## config.mk

```make
export PLATFORM = sky130hd
export DESIGN_NAME = ascii_range_frame_parser
export DESIGN_NICKNAME = d
export VERILOG_FILES = /design/src/design/arfp_pkg.sv /design/src/design/arfp_in_stage.sv /design/src/design/arfp_parse_core.sv /design/src/design/ascii_range_frame_parser.sv
export VERILOG_INCLUDE_DIRS = /design/src /design/src/design
export SDC_FILE = /design/constraint.sdc
export NUM_CORES = 1
export LEC_CHECK = 0
export BUFFER_PORTS_ARGS = -buffer_cell sky130_fd_sc_hd__clkbuf_2
export CORE_UTILIZATION = 55
export CTS_CLUSTER_DIAMETER = 200
export DETAILED_ROUTE_END_ITERATION = 10
export GPL_ROUTABILITY_DRIVEN = 1
export HOLD_SLACK_MARGIN = 0.05
export PLACE_DENSITY_LB_ADDON = 0.05
export RECOVER_POWER = 50
export REMOVE_ABC_BUFFERS = 1
export SYNTH_ARGS = -nofsm -noshare
export SYNTH_HDL_FRONTEND = slang
export SYNTH_SLANG_ARGS = --single-unit
```

## constraint.sdc

```tcl
create_clock -name i_clk -period 4.3 [get_ports i_clk]
set_input_delay 0.215 -clock i_clk [delete_from_list [all_inputs] [get_ports i_clk]]
set_output_delay 0.215 -clock i_clk [all_outputs]
set_load 0.005 [all_outputs]
```

## src/design/ascii_range_frame_parser_macros.svh

```systemverilog
// Assertion macros for the range frame parser. They expand to nothing in synthesis.
`ifndef ASCII_RANGE_FRAME_PARSER_MACROS_SVH
`define ASCII_RANGE_FRAME_PARSER_MACROS_SVH

`ifndef SYNTHESIS

// A property that is checked only while reset is released.
`define ARFP_ASSERT(lbl, clk, rst_n, prop, msg) \
    lbl: assert property (@(posedge clk) disable iff (!rst_n) prop) else $error(msg);

// A property that must hold at every edge, reset included.
`define ARFP_ASSERT_ALWAYS(lbl, clk, prop, msg) \
    lbl: assert property (@(posedge clk) prop) else $error(msg);

`else

`define ARFP_ASSERT(lbl, clk, rst_n, prop, msg)
`define ARFP_ASSERT_ALWAYS(lbl, clk, prop, msg)

`endif

`endif

```

## src/design/arfp_pkg.sv

```systemverilog
package arfp_pkg;

    localparam logic [7:0]  START_BYTE  = 8'd82;
    localparam logic [7:0]  END_BYTE    = 8'd13;
    localparam logic [7:0]  DIGIT_ZERO  = 8'h30;
    localparam logic [7:0]  DIGIT_NINE  = 8'h39;
    localparam logic [13:0] RANGE_MAX   = 14'h3FFF;
    // The accumulator parks one above the largest range once it overflows.
    localparam logic [14:0] ACC_SAT     = 15'h4000;

    typedef enum logic [2:0] {
        STATUS_OK      = 3'd0,
        STATUS_STORED  = 3'd1,
        STATUS_START   = 3'd2,
        STATUS_BAD_END = 3'd3,
        STATUS_HUNT    = 3'd4
    } t_status;

    typedef enum logic [1:0] {
        PS_HUNT,
        PS_COLLECT,
        PS_AWAIT_END
    } t_parse_state;

    typedef struct packed {
        t_status     status;
        logic [13:0] new_distance;
        logic [13:0] held_distance;
        logic [2:0]  bytes_held;
        logic        in_frame;
    } t_result;

endpackage

```

## src/design/arfp_in_stage.sv

```systemverilog
module arfp_in_stage import arfp_pkg::*; (
    input  logic       i_clk,
    input  logic       i_rst_n,
    input  logic       i_in_valid,
    input  logic [7:0] i_rx_byte,
    input  logic       i_advance,
    output logic       o_in_stall,
    output logic       o_valid,
    output logic [7:0] o_byte
);

    logic       r_valid;
    logic [7:0] r_byte;
    logic       accept;

    // The held word may leave in the same cycle as a new one arrives.
    assign o_in_stall = r_valid && !i_advance;
    assign accept     = i_in_valid && !o_in_stall;

    always_ff @(posedge i_clk) begin
        if (!i_rst_n) begin
            r_valid <= 1'b0;
        end else if (accept) begin
            r_valid <= 1'b1;
        end else if (i_advance) begin
            r_valid <= 1'b0;
        end
    end

    always_ff @(posedge i_clk) begin
        if (accept) begin
            r_byte <= i_rx_byte;
        end
    end

    assign o_valid = r_valid;
    assign o_byte  = r_byte;

endmodule

```

## src/design/arfp_parse_core.sv

```systemverilog
module arfp_parse_core import arfp_pkg::*; #(
    parameter int PAYLOAD_BYTES = 4
) (
    input  logic       i_clk,
    input  logic       i_rst_n,
    input  logic       i_step,
    input  logic [7:0] i_byte,
    output t_result    o_result
);

    localparam int CW = $clog2(PAYLOAD_BYTES + 1);
    localparam logic [CW-1:0] LAST_SLOT = CW'(PAYLOAD_BYTES - 1);

    t_parse_state    r_state, n_state;
    logic [CW-1:0]   r_count, n_count;
    logic [13:0]     r_last,  n_last;
    logic [14:0]     r_acc,   n_acc;
    logic            r_halt,  n_halt;

    logic            is_digit;
    logic [7:0]      digit_off;
    logic [17:0]     scaled;
    logic [14:0]     acc_step;
    logic [13:0]     fresh;
    logic [CW+2:0]   count_ext;
    t_status         status;
    logic [13:0]     new_dist;

    // The number is built as the payload arrives, so the terminator only
    // has to clamp the running value.
    always_comb begin
        is_digit  = (i_byte inside {[DIGIT_ZERO:DIGIT_NINE]});
        digit_off = i_byte - DIGIT_ZERO;
        scaled    = ({3'b000, r_acc} << 3) + ({3'b000, r_acc} << 1)
                    + {14'd0, digit_off[3:0]};
        acc_step  = (scaled > {4'd0, RANGE_MAX}) ? ACC_SAT : scaled[14:0];
        fresh     = (r_acc > {1'b0, RANGE_MAX}) ? RANGE_MAX : r_acc[13:0];
    end

    always_comb begin
        n_state  = r_state;
        n_count  = r_count;
        n_last   = r_last;
        n_acc    = r_acc;
        n_halt   = r_halt;
        status   = STATUS_HUNT;
        new_dist = 14'd0;
        case (r_state)
            PS_HUNT: begin
                n_count = '0;
                if (i_byte == START_BYTE) begin
                    n_state = PS_COLLECT;
                    n_acc   = '0;
                    n_halt  = 1'b0;
                    status  = STATUS_START;
                end else begin
                    status  = STATUS_HUNT;
                end
            end
            PS_COLLECT: begin
                n_count = r_count + 1'b1;
                status  = STATUS_STORED;
                // Conversion stops for good at the first non-digit.
                if (!r_halt && is_digit) begin
                    n_acc = acc_step;
                end else begin
                    n_halt = 1'b1;
                end
                if (r_count == LAST_SLOT) begin
                    n_state = PS_AWAIT_END;
                end
            end
            PS_AWAIT_END: begin
                n_state = PS_HUNT;
                n_count = '0;
                if (i_byte == END_BYTE) begin
                    n_last   = fresh;
                    new_dist = fresh;
                    status   = STATUS_OK;
                end else begin
                    status   = STATUS_BAD_END;
                end
            end
            default: begin
                n_state = PS_HUNT;
                n_count = '0;
            end
        endcase
    end

    assign count_ext = {3'b000, n_count};

    always_comb begin
        o_result.status        = status;
        o_result.new_distance  = new_dist;
        o_result.held_distance = n_last;
        o_result.bytes_held    = count_ext[2:0];
        o_result.in_frame      = (n_state != PS_HUNT);
    end

    always_ff @(posedge i_clk) begin
        if (!i_rst_n) begin
            r_state <= PS_HUNT;
            r_count <= '0;
            r_last  <= '0;
        end else if (i_step) begin
            r_state <= n_state;
            r_count <= n_count;
            r_last  <= n_last;
        end
    end

    always_ff @(posedge i_clk) begin
        if (i_step) begin
            r_acc  <= n_acc;
            r_halt <= n_halt;
        end
    end

endmodule

```

## src/design/ascii_range_frame_parser.sv

```systemverilog
// Range frame parser for an ASCII sensor link.
// Input channel: one received byte (i_rx_byte) per word, qualified by
// i_in_valid and held off by o_in_stall. The parser hunts for 'R', collects
// PAYLOAD_BYTES payload bytes and expects a carriage return after them; a
// good frame is converted from decimal digits into a range of at most 16383.
// Output channel: exactly one result word per input word, qualified by
// o_out_valid and held off by i_out_stall. It carries a status code, the
// freshly decoded range (zero unless the frame was good), the last good
// range, the payload count and the open-frame flag, all after that byte.
// A word accepted from the input channel is registered in the input stage,
// and its result is registered in the result register, from which it is
// offered. Throughput is one word per cycle while the receiver does not
// stall, set by the combinational parse and decode step between the two
// registers. When the receiver stalls, the result register holds its word
// and an empty input stage takes one more byte before o_in_stall rises.
// Reset (synchronous, active low) empties both stages, closes any frame and
// clears the stored range to zero.
`include "ascii_range_frame_parser_macros.svh"

module ascii_range_frame_parser import arfp_pkg::*; #(
    parameter int PAYLOAD_BYTES = 4
) (
    input  logic        i_clk,
    input  logic        i_rst_n,
    input  logic        i_in_valid,
    output logic        o_in_stall,
    input  logic [7:0]  i_rx_byte,
    output logic        o_out_valid,
    input  logic        i_out_stall,
    output logic [2:0]  o_status,
    output logic [13:0] o_new_distance,
    output logic [13:0] o_held_distance,
    output logic [2:0]  o_bytes_held,
    output logic        o_in_frame
);

    logic    stage_valid;
    logic [7:0] stage_byte;
    logic    advance;
    t_result core_result;

    logic    r_out_valid;
    t_result r_out;

    // The held byte moves on whenever the result register is free or is
    // being emptied in this very cycle.
    assign advance = stage_valid && (!r_out_valid || !i_out_stall);

    arfp_in_stage u_in_stage (
        .i_clk      (i_clk),
        .i_rst_n    (i_rst_n),
        .i_in_valid (i_in_valid),
        .i_rx_byte  (i_rx_byte),
        .i_advance  (advance),
        .o_in_stall (o_in_stall),
        .o_valid    (stage_valid),
        .o_byte     (stage_byte)
    );

    // The parser state only moves when its result is captured below.
    arfp_parse_core #(
        .PAYLOAD_BYTES (PAYLOAD_BYTES)
    ) u_parse_core (
        .i_clk    (i_clk),
        .i_rst_n  (i_rst_n),
        .i_step   (advance),
        .i_byte   (stage_byte),
        .o_result (core_result)
    );

    always_ff @(posedge i_clk) begin
        if (!i_rst_n) begin
            r_out_valid <= 1'b0;
        end else if (advance) begin
            r_out_valid <= 1'b1;
        end else if (!i_out_stall) begin
            r_out_valid <= 1'b0;
        end
    end

    always_ff @(posedge i_clk) begin
        if (advance) begin
            r_out <= core_result;
        end
    end

    assign o_out_valid     = r_out_valid;
    assign o_status        = r_out.status;
    assign o_new_distance  = r_out.new_distance;
    assign o_held_distance = r_out.held_distance;
    assign o_bytes_held    = r_out.bytes_held;
    assign o_in_frame      = r_out.in_frame;

    // A good frame updates the stored range with the value it reports.
    `ARFP_ASSERT(a_ok_updates_held, i_clk, i_rst_n, (o_out_valid && o_status == STATUS_OK) |-> (o_new_distance == o_held_distance), "good frame range not stored")
    // Only a good frame may report a fresh range.
    `ARFP_ASSERT(a_fresh_only_on_ok, i_clk, i_rst_n, (o_out_valid && o_status != STATUS_OK) |-> (o_new_distance == 14'd0), "fresh range outside a good frame")
    // An open frame follows only a start byte or a stored payload byte.
    `ARFP_ASSERT(a_open_frame_status, i_clk, i_rst_n, (o_out_valid && o_in_frame) |-> (o_status == STATUS_STORED || o_status == STATUS_START), "frame open after a closing status")
    // The input side only backs up when the result register is full and blocked.
    `ARFP_ASSERT_ALWAYS(a_stall_cause, i_clk, o_in_stall |-> (o_out_valid && i_out_stall), "input stalled without output back-pressure")

endmodule

```

==> results of run 1 <==
cells in the mapped netlist, types with 5 or more instances:
cell type and count:
nor2_1 41, o21ai_0 10, nor3_2 6, ha_1 31, nand2_1 36, a21oi_1 18
o211a_1 16, clkbuf_1 11, xnor2_1 5, xor2_1 5, edfxtp_1 59, nand3_1 5
dfxtp_1 21, nor3_1 8, and3_1 7, inv_1 12, a21o_1 21
layer usage:
layer  global-route usage [%]  routed length (um)
met5                        0                   0
met4                     6.74                  75
met3                     4.48                 321
met2                     29.4                3230
met1                     31.1                3940
area by class of cell:
cell class                      instances  share of cell area [%]
Clock buffer                            9                    2.65
Clock inverter                          7                    1.69
Inverter                               13                    1.05
Multi-Input combinational cell        255                    38.4
Sequential cell                        80                    46.9
Tap cell                               99                    2.65
Timing Repair Buffer                   60                    6.62
logic make-up (layout without fill, tap and decap cells):
group	after synthesis	after routing	synth area share [%]
compound gates	86	86	15.7
xor+xnor	10	10	2.13
fa+ha+maj	33	33	10.4
buf+inv	29	89	2.87
flops	80	80	53.4
mux	3	3	0.793
simple gates	123	123	14.7
power by group through the flow:
stage | registers (uW) | clock network, uW | logic [uW]
after CTS | 848 | 567 | 54.8
after detailed placement | 866 | 0 | 49.0
final | 848 | 557 | 51.7
after floorplan | 866 | 0 | 21.7
after global placement | 865 | 0 | 48.4
after global routing | 851 | 597 | 59.0
critical path: stages (launching register included):
cell and delay (ps):
edfxtp_1 390, inv_1 70, fa_1 540, inv_1 70, fa_1 460, a21o_1 210, a221o_1 390, a21o_1 230
a311oi_2 290, o2111ai_2 450, and2_1 350
how the worst max path moves through the flow:
| stage | from | end | slack, ps | cells past startpoint |
|---|---|---|---|---|
| 3_5_place_dp | u_in_stage.o_byte[3] | u_parse_core.r_acc[14] | 630 | 10 |
| 5_1_grt | u_in_stage.o_byte[3] | u_parse_core.r_acc[14] | 460 | 10 |
| 6_report | u_in_stage.o_byte[3] | u_parse_core.r_acc[14] | 600 | 10 |
| 2_1_floorplan | u_in_stage.o_byte[3] | u_parse_core.r_acc[14] | 940 | 10 |
| 3_3_place_gp | u_in_stage.o_byte[3] | u_parse_core.r_acc[14] | 680 | 10 |
| 4_1_cts | u_in_stage.o_byte[3] | u_parse_core.r_acc[14] | 610 | 10 |
metrics by stage:
| step | power (uW) | setup slack [ps] | instances | util [%] |
|---|---|---|---|---|
| floorplan | 888 | 936 | 348 | - |
| CTS | 1470 | 609 | 523 | 65.3 |
| global route | 1510 | 458 | 523 | 64.7 |
| global placement | 913 | 685 | 499 | 61.4 |
| detailed placement | 915 | 627 | 499 | 61.4 |
| finish | 1460 | 601 | 523 | 64.7 |
sequential cells by signal (all words and copies together), names as in the netlist:
name and flops:
u_in_stage.o_byte 8, o_in_frame 1, u_parse_core.r_last 14, u_parse_core.r_count 3
o_bytes_held 3, u_parse_core.r_state 2, u_parse_core.r_acc 15, o_status 3
u_parse_core.r_halt 1, o_new_distance 14, o_held_distance 14, o_out_valid 1
u_in_stage.o_valid 1
repair_timing:
action | CTS | global route
endpoints found under the hold margin | 8 | 0
hold buffers | 8 | 0
setup buffers | 0 | 0
==> flow_summary.ini, run 1 <==
[run_status]
status = complete, but fails checks
violations = max-capacitance violations, max-slew violations

[setup_path]
startpoint_type = flip-flop
rrSetupSlack_ps = 600
end_kind = flip-flop
rr_startpoint = u_in_stage.o_byte[3]
worstSetupPathType = flip-flop to flip-flop
cp_data_required_time_ps = 4400
crit_fanout = 15
crit_arrival_ps = 3800
worst-r2r-cell-count = 10
reg2reg_to = u_parse_core.r_acc[14]

[synthesis]
synth_cells = 364
synth-seq-area-share_pct = 53.4
synthArstFlopShare_pct = 0
synth_seq_cells = 80
synth_edf_count = 59
yosysTopAreaCell = edfxtp_1
yosysUniqueCellTypes = 47
netlist_area_um2 = 4100
synth_area_leaders = edfxtp_1 (43%), dfxtp_1 (10%), ha_1 (9.5%)
avgSynthCellArea_um2 = 11.3
synth.top_cell.area_share_pct = 43.2
yosysWarnings = 0
ys_dominant_reg_cell = edfxtp_1

[pwr]
seq_power_share_pct = 58.2
p_switching_uw = 319
peakVddDrop_v = 0.000163
power.internal_uw = 1140
cellLeakagePower_uw = 0.00216
power_frac_clock_pct = 38.2
p_sw_share_pct = 21.9
p_comb_share_pct = 3.5
powerDensity_nw_per_um2 = 312

[sta]
skew_ps = 12.3
hold_ws_ps = 91.2
finalHoldViolations = 0
worstMarginPinSlew_ps = 2010
period_needed_ps = 3700
setup_viol = 0
setup_tns_ps = 0
finalCritPeriodShare_pct = 86.0
slew_headroom_pct = -34.0
grt_setup_unrepaired = no
timing.fmax_ghz = 0.270
drv_slew = 41

[detailed_routing]
post_drt_via_cell_ratio = 5.50
first_iter_violations = 156
drt-total-wl_mm = 7.57
drcViolationCount = 0
ant_nets = 0
via_count = 2875
dr.pass1.iters = 5
wire_per_inst_um = 14.5

[floorplan]
num_rows = 31
core_region_area_um2 = 7210
ioPinCount = 49
start_util_pct = 56.9
die_w_um = 88.4
die_h_um = 88.4
die-area_um2 = 7810

[layout]
regArea_um2 = 2190
nets = 464
drive_gt1_share_pct = 11.3
area_growth_pct = 13.8
antenna_cells = 0
multi_input_area_um2 = 1790
mostFrequentLayoutCells = edfxtp_1 (59), nor2_1 (41), nand2_1 (36), ha_1 (31), clkbuf_1 (30)
layout_commonest_cell = edfxtp_1
nFillCells = 603
fin_area_um2 = 4670

[min_path]
hold_start = i_in_valid
hold_class = input port to flip-flop
min_to = u_in_stage.o_valid
worstHoldPathCells = 2

[placed_design]
dpl_cell_area_um2 = 4430
gp_congestion = 0.837
place_hpwl_mm = 5.40
io_buffers = 48

[run]
maxCapViolations = 1

[clock_tree]
htree_levels = 3
numCtsBuffers = 9
clkTransAtPathRegs_ps = 80
cts_tree = done
worstSkewPairLatency_ps = 350
cts_resized = 0
clockBufferDepth = 2
clock_sinks = 80
root_buffer = clkbuf_8

[global_routing]
overflow = 0
grt_antenna_before_repair = 0
grt_pass1_wl_mm = 12.2
first_global_vias = 2573
grt_start_max_net_pins = 41
grtUsageTotal_pct = 20.6
No activity file was read; power rests on OpenSTA's default activity.
==> run 2, diff against run 1 <==
--- a/config.mk
+++ b/config.mk
@@ -6,14 +6,16 @@
 export SDC_FILE = /design/constraint.sdc
 export NUM_CORES = 1
 export LEC_CHECK = 0
+export ABC_AREA = 1
 export BUFFER_PORTS_ARGS = -buffer_cell sky130_fd_sc_hd__clkbuf_2
+export CAP_MARGIN = 30
 export CORE_UTILIZATION = 55
 export CTS_CLUSTER_DIAMETER = 200
 export DETAILED_ROUTE_END_ITERATION = 10
 export GPL_ROUTABILITY_DRIVEN = 1
 export HOLD_SLACK_MARGIN = 0.05
 export PLACE_DENSITY_LB_ADDON = 0.05
-export RECOVER_POWER = 50
+export RECOVER_POWER = 100
 export REMOVE_ABC_BUFFERS = 1
 export SYNTH_ARGS = -nofsm -noshare
 export SYNTH_HDL_FRONTEND = slang
==> run 2 against run 1 <==
Effect of this change:
- the flow now finishes without violations
- sequential power up 3.4%
- clock skew is 1.6 ps higher
- register-to-register slack better by 510 ps
- worst setup slack better by 510 ps
- die area is 4.6% higher
- area after synthesis is 4.7% higher
- highest routed layer unchanged
- via count up 4.9%
- largest cell class unchanged
==> flow_summary.ini, run 2 <==
[detailed_routing]
drcViolationCount = 0
ant_nets = 0
wire_per_inst_um = 11.9
first_iter_violations = 130
dr.pass1.iters = 4
drt-total-wl_mm = 7.37
post_drt_via_cell_ratio = 4.87
via_count = 3017

[synthesis]
synth_most_common_cell = inv_1
synth_area_leaders = edfxtp_1 (41%), dfxtp_1 (9.8%), ha_1 (9.0%)
synth_edf_count = 59
synthAdderAreaFrac_pct = 9.96
netlist_area_um2 = 4300
synth_top_family_by_area = simple AND/OR/NAND/NOR gates
ys_dominant_reg_cell = edfxtp_1
yosysWarnings = 0
avgSynthCellArea_um2 = 9.48
synth-xor-area-share_pct = 2.04
yosysTopAreaCell = edfxtp_1
synth-seq-area-share_pct = 51.0
synthSimpleGateAreaFrac_pct = 16.8
synth.top_cell.area_share_pct = 41.2
yosys-top-cells-count = inv_1 (93), nand2_1 (75), edfxtp_1 (59)
yosysUniqueCellTypes = 37
synth_compound_area_share_pct = 10.3
synth_cells = 453
synth_mux_area_share_pct = 0
synth_seq_cells = 80
synthArstFlopShare_pct = 0

[sta]
setup_tns_ps = 0
finalCritPeriodShare_pct = 74.1
timing.fmax_ghz = 0.314
hold_ws_ps = 115
finalHoldViolations = 0
skew_ps = 13.9
worstMarginPinSlew_ps = 1440
setup_viol = 0
drv_slew = 0
period_needed_ps = 3180
grt_setup_unrepaired = no
slew_headroom_pct = 3.84

[pwr]
cellLeakagePower_uw = 0.00236
peakVddDrop_v = 0.000160
powerDensity_nw_per_um2 = 343

[clock_tree]
htree_levels = 3
root_buffer = clkbuf_8
clockBufferDepth = 2
numCtsBuffers = 9
worstSkewPairLatency_ps = 350
cts_resized = 0
cts_tree = done
clkTransAtPathRegs_ps = 90
clock_sinks = 80

[floorplan]
core_region_area_um2 = 7410
start_util_pct = 58.0
ioPinCount = 49
die_h_um = 90.4
die_w_um = 90.4
num_rows = 31
die-area_um2 = 8170

[run_status]
status = completed

[layout]
regMostFlops = u_parse_core.r_acc
nets = 561
layout_commonest_cell = inv_1
largest_register_ffs = 15
area_growth_pct = 13.2
antenna_cells = 0
drive_gt1_share_pct = 15.2
mostFrequentLayoutCells = inv_1 (94), nand2_1 (75), edfxtp_1 (59), o21ai_0 (47), clkbuf_2 (40)

[setup_path]
crit_fanout = 38
startpoint_type = flip-flop
crit_arrival_ps = 3160
cp_data_required_time_ps = 4280
worstSetupPathType = flip-flop to flip-flop
end_kind = flip-flop

[placed_design]
place_hpwl_mm = 5.56
io_buffers = 48
gp_congestion = 0.849

[global_routing]
grt_start_max_net_pins = 39
overflow = 0
grt_pass1_wl_mm = 13.0
grt_antenna_before_repair = 0
grtUsageTotal_pct = 20.1
first_global_vias = 2807

[min_path]
hold_class = input port to flip-flop

[run]
maxCapViolations = 0
-- run 2: cell count changes after synthesis, moves of 6 or more --
cell and delta:
nor2_4 +11, a21o_1 -21, nor2_1 -14, o21ai_1 +28, inv_1 +81, o21ai_2 +6
nand2_1 +39, a21oi_1 +11, o211a_1 -16, clkbuf_1 -6
-- run 2: final timing paths --
path              slack [ps]               startpoint  depth (start not counted)                       to
hold reg to reg          480  u_parse_core.r_count[2]                          2  u_parse_core.r_count[2]
hold / removal           120                  i_rst_n                          3  u_parse_core.r_count[0]
setup / recovery        1120              o_out_valid                         10    u_parse_core.r_acc[9]
setup reg to reg        1120              o_out_valid                         10    u_parse_core.r_acc[9]
-- run 2: what timing repair did --
item	in CTS	in global routing
endpoints found under the setup margin	0	0
setup buffers	0	0
hold endpoints to repair	8	0
hold buffers	8	0
-- run 2: cells by family after synthesis --
logic type / Yosys count
fa+ha+maj: 33
buf+inv: 106
xor+xnor: 10
compound gates: 82
flops: 80
simple gates: 142
-- run 2: metrics by stage --
stage	worst slack, ps	instance area [um^2]	power [uW]	utilization [%]	std cells
final	1120	4860	1670	65.6	620
after global routing	757	4860	1740	65.6	620
after CTS	1420	4950	1690	66.9	620
after detailed placement	1450	4650	1070	62.7	596
after global placement	1520	4620	1070	62.4	594
after floorplan	-475	4240	1020	-	445
-- run 2: area by class of cell --
| cell class | count | area [um^2] |
|---|---|---|
| flip-flops and latches | 80 | 2190 |
| fillers | 633 | 2550 |
| multi-input cells | 267 | 1620 |
| well taps | 99 | 124 |
| inverters | 98 | 368 |
| clock buffers | 9 | 124 |
| clock inverters | 7 | 104 |
| repair buffers | 60 | 329 |
-- run 2: worst max-delay path, stage by stage (launching register included) --
cell and delay (ps):
dfxtp_1 310, nand2_1 90, inv_1 60, nor2_2 60, buf_4 400, clkinv_1 130, clkbuf_1 600, nor2_1 330
inv_1 90, nor2_1 190, clkbuf_1 540
-- run 2: power breakdown --
group          switching (uW)  internal, uW
clock                     283           334
combinational             106          65.9
sequential               13.7           864
-- run 2: per-layer routing --
| metal | vias up | GRT usage, % | share of wire (%) |
|---|---|---|---|
| met3 | 9 | 3.87 | 3.6 |
| met5 | - | 0 | 0 |
| met1 | 1346 | 29.7 | 53 |
| li1 | 1596 | - | - |
| met2 | 66 | 29.7 | 42 |
| met4 | 0 | 6.45 | 1.3 |
==> run 3, diff against run 2 <==
--- a/config.mk
+++ b/config.mk
@@ -9,7 +9,7 @@
 export ABC_AREA = 1
 export BUFFER_PORTS_ARGS = -buffer_cell sky130_fd_sc_hd__clkbuf_2
 export CAP_MARGIN = 30
-export CORE_UTILIZATION = 55
+export CORE_UTILIZATION = 53
 export CTS_CLUSTER_DIAMETER = 200
 export DETAILED_ROUTE_END_ITERATION = 10
 export GPL_ROUTABILITY_DRIVEN = 1
==> constraint.sdc (replaced) <==
create_clock -name i_clk -period 2.6 [get_ports i_clk]
set_input_delay 0.13 -clock i_clk [delete_from_list [all_inputs] [get_ports i_clk]]
set_output_delay 0.13 -clock i_clk [all_outputs]
set_load 0.005 [all_outputs]
==> run 3 against run 2 <==
Effect of this change:
- largest cell class unchanged
- sequential share of layout area fell by 2.4 points
- first-iteration DRC count fell by 24%
- routed wire length rose by 9.6%
- count of clock-buffer cells in the layout did not move
==> flow_summary.ini, run 3 (synthesized netlist as in run 2, its figures left out) <==
[floorplan]
num_rows = 32
core_region_area_um2 = 7770
die_w_um = 92.0
start_util_pct = 55.3
die-area_um2 = 8470
ioPinCount = 49
die_h_um = 92.0

[detailed_routing]
drt-total-wl_mm = 8.08
top_layer = met4
wl_met2_mm = 3.46
post_drt_via_cell_ratio = 4.81
first_iter_violations = 99
via_count = 3114
drcViolationCount = 0
routed-wl-met3_um = 258
wl_met1_mm = 4.25
wire_per_inst_um = 12.5
ant_nets = 0
dr.pass1.iters = 4

[run_status]
status = completed

[setup_path]
cp_cell_sequence = inv_2, fa_1, inv_2, fa_2, nand2_2, nand2_1, nand3b_1, nand2_1, nand2_1, nand2_1, nand2_1, nand2_1, nand2_1, inv_2, nand3_4, buf_12, nor2_4
worstSetupPathType = flip-flop to flip-flop
crit_arrival_ps = 2650
cp_data_required_time_ps = 2700
end_kind = flip-flop
startpoint_type = flip-flop
critPathSlowestCell = fa_1
crit_fanout = 7
critPathMaxStageDelay_ps = 550
path_common_cell = nand2_1

[global_routing]
grtUsageTotal_pct = 20.1
grt_antenna_before_repair = 0
first_global_vias = 2817
grt_start_max_net_pins = 38
overflow = 0
grt_pass1_wl_mm = 13.1

[sta]
hold_ws_ps = 467
skew_ps = 10.9
finalCritPeriodShare_pct = 98.1
period_needed_ps = 2550
finalHoldViolations = 0
slew_headroom_pct = 41.1
setup_viol = 0
worstMarginPinSlew_ps = 884
grt_setup_unrepaired = yes
timing.fmax_ghz = 0.392
drv_slew = 0

[placed_design]
place_hpwl_mm = 6.01
gp_congestion = 0.875
io_buffers = 48

[layout]
drive_gt1_share_pct = 21.2
mostFrequentLayoutCells = inv_1 (91), nand2_1 (71), edfxtp_1 (59), o21ai_0 (47), clkbuf_2 (39)
layout_commonest_cell = inv_1
largest_register_ffs = 15
nets = 586
area_growth_pct = 19.7
antenna_cells = 0
regMostFlops = u_parse_core.r_acc
nFillCells = 687

[clock_tree]
numCtsBuffers = 9
clkTransAtPathRegs_ps = 90
root_buffer = clkbuf_8
clockBufferDepth = 2
htree_levels = 3
worstSkewPairLatency_ps = 350
cts_tree = done
clock_sinks = 80

[run]
maxCapViolations = 0

[min_path]
hold_class = flip-flop to flip-flop

[pwr]
powerDensity_nw_per_um2 = 546
cellLeakagePower_uw = 0.00248
fin_total_pwr_uw = 2800
peakVddDrop_v = 0.000256
## run 3: final timing paths
kind / startpoint / to / slack [ps] / cells after the start
worst max-delay path: u_in_stage.o_byte[3] / u_parse_core.r_acc[10] / 50 / 17
worst min-delay path: u_parse_core.r_count[2] / u_parse_core.r_count[2] / 470 / 2
worst max register to register: u_in_stage.o_byte[3] / u_parse_core.r_acc[10] / 50 / 17
worst min register to register: u_parse_core.r_count[2] / u_parse_core.r_count[2] / 470 / 2
## run 3: critical path, delay by kind of cell, from the launching register on
kind,cells,cell delay [ps]
adder cells (fa/ha/maj),2,890
buffers and inverters,4,310
flip-flops,1,370
AND/OR/NAND/NOR,11,730
## run 3: cell type report
class / count / area (um^2) / share of cell area [%]
Tap cell: 102 / 128 / 2.48
Timing Repair Buffer: 85 / 532 / 10.3
Clock buffer: 9 / 124 / 2.41
Clock inverter: 7 / 101 / 1.97
Multi-Input combinational cell: 267 / 1700 / 33.0
Inverter: 98 / 368 / 7.16
Sequential cell: 80 / 2190 / 42.6
## run 3: layer usage
layer  vias up  GRT usage, %
met2        56          29.4
met4         0          6.90
met1      1406          30.0
met5         -             0
met3        10          3.57
li1       1642             -
## run 3: report_power, final
group / internal (uW) / switching (uW) / total [uW]
sequential: 1430 / 21.0 / 1450
combinational: 128 / 194 / 322
clock: 554 / 479 / 1030
## run 3: per-stage QoR
step / setup WS [ps] / util (%) / TNS, ps / instance area, um^2 / std cells
after floorplan: -2180 / - / -57800 / 4240 / 445
after global routing: -115 / 66.2 / -1180 / 5140 / 648
after detailed placement: -98.3 / 61.6 / -1060 / 4790 / 616
final: 50.4 / 66.2 / 0 / 5140 / 648
after global placement: -49.8 / 61.6 / -442 / 4790 / 616
after CTS: 8.90 / 66.3 / 0 / 5150 / 646
## run 3: what timing repair did
action / CTS / global route
cloned: 0 / 0
setup buffers: 3 / 2
hold endpoints to repair: 13 / 0
hold buffers: 11 / 0
pin swaps: 1 / 4
gates resized for setup: 3 / 10
endpoints found under the setup margin: 13 / 14
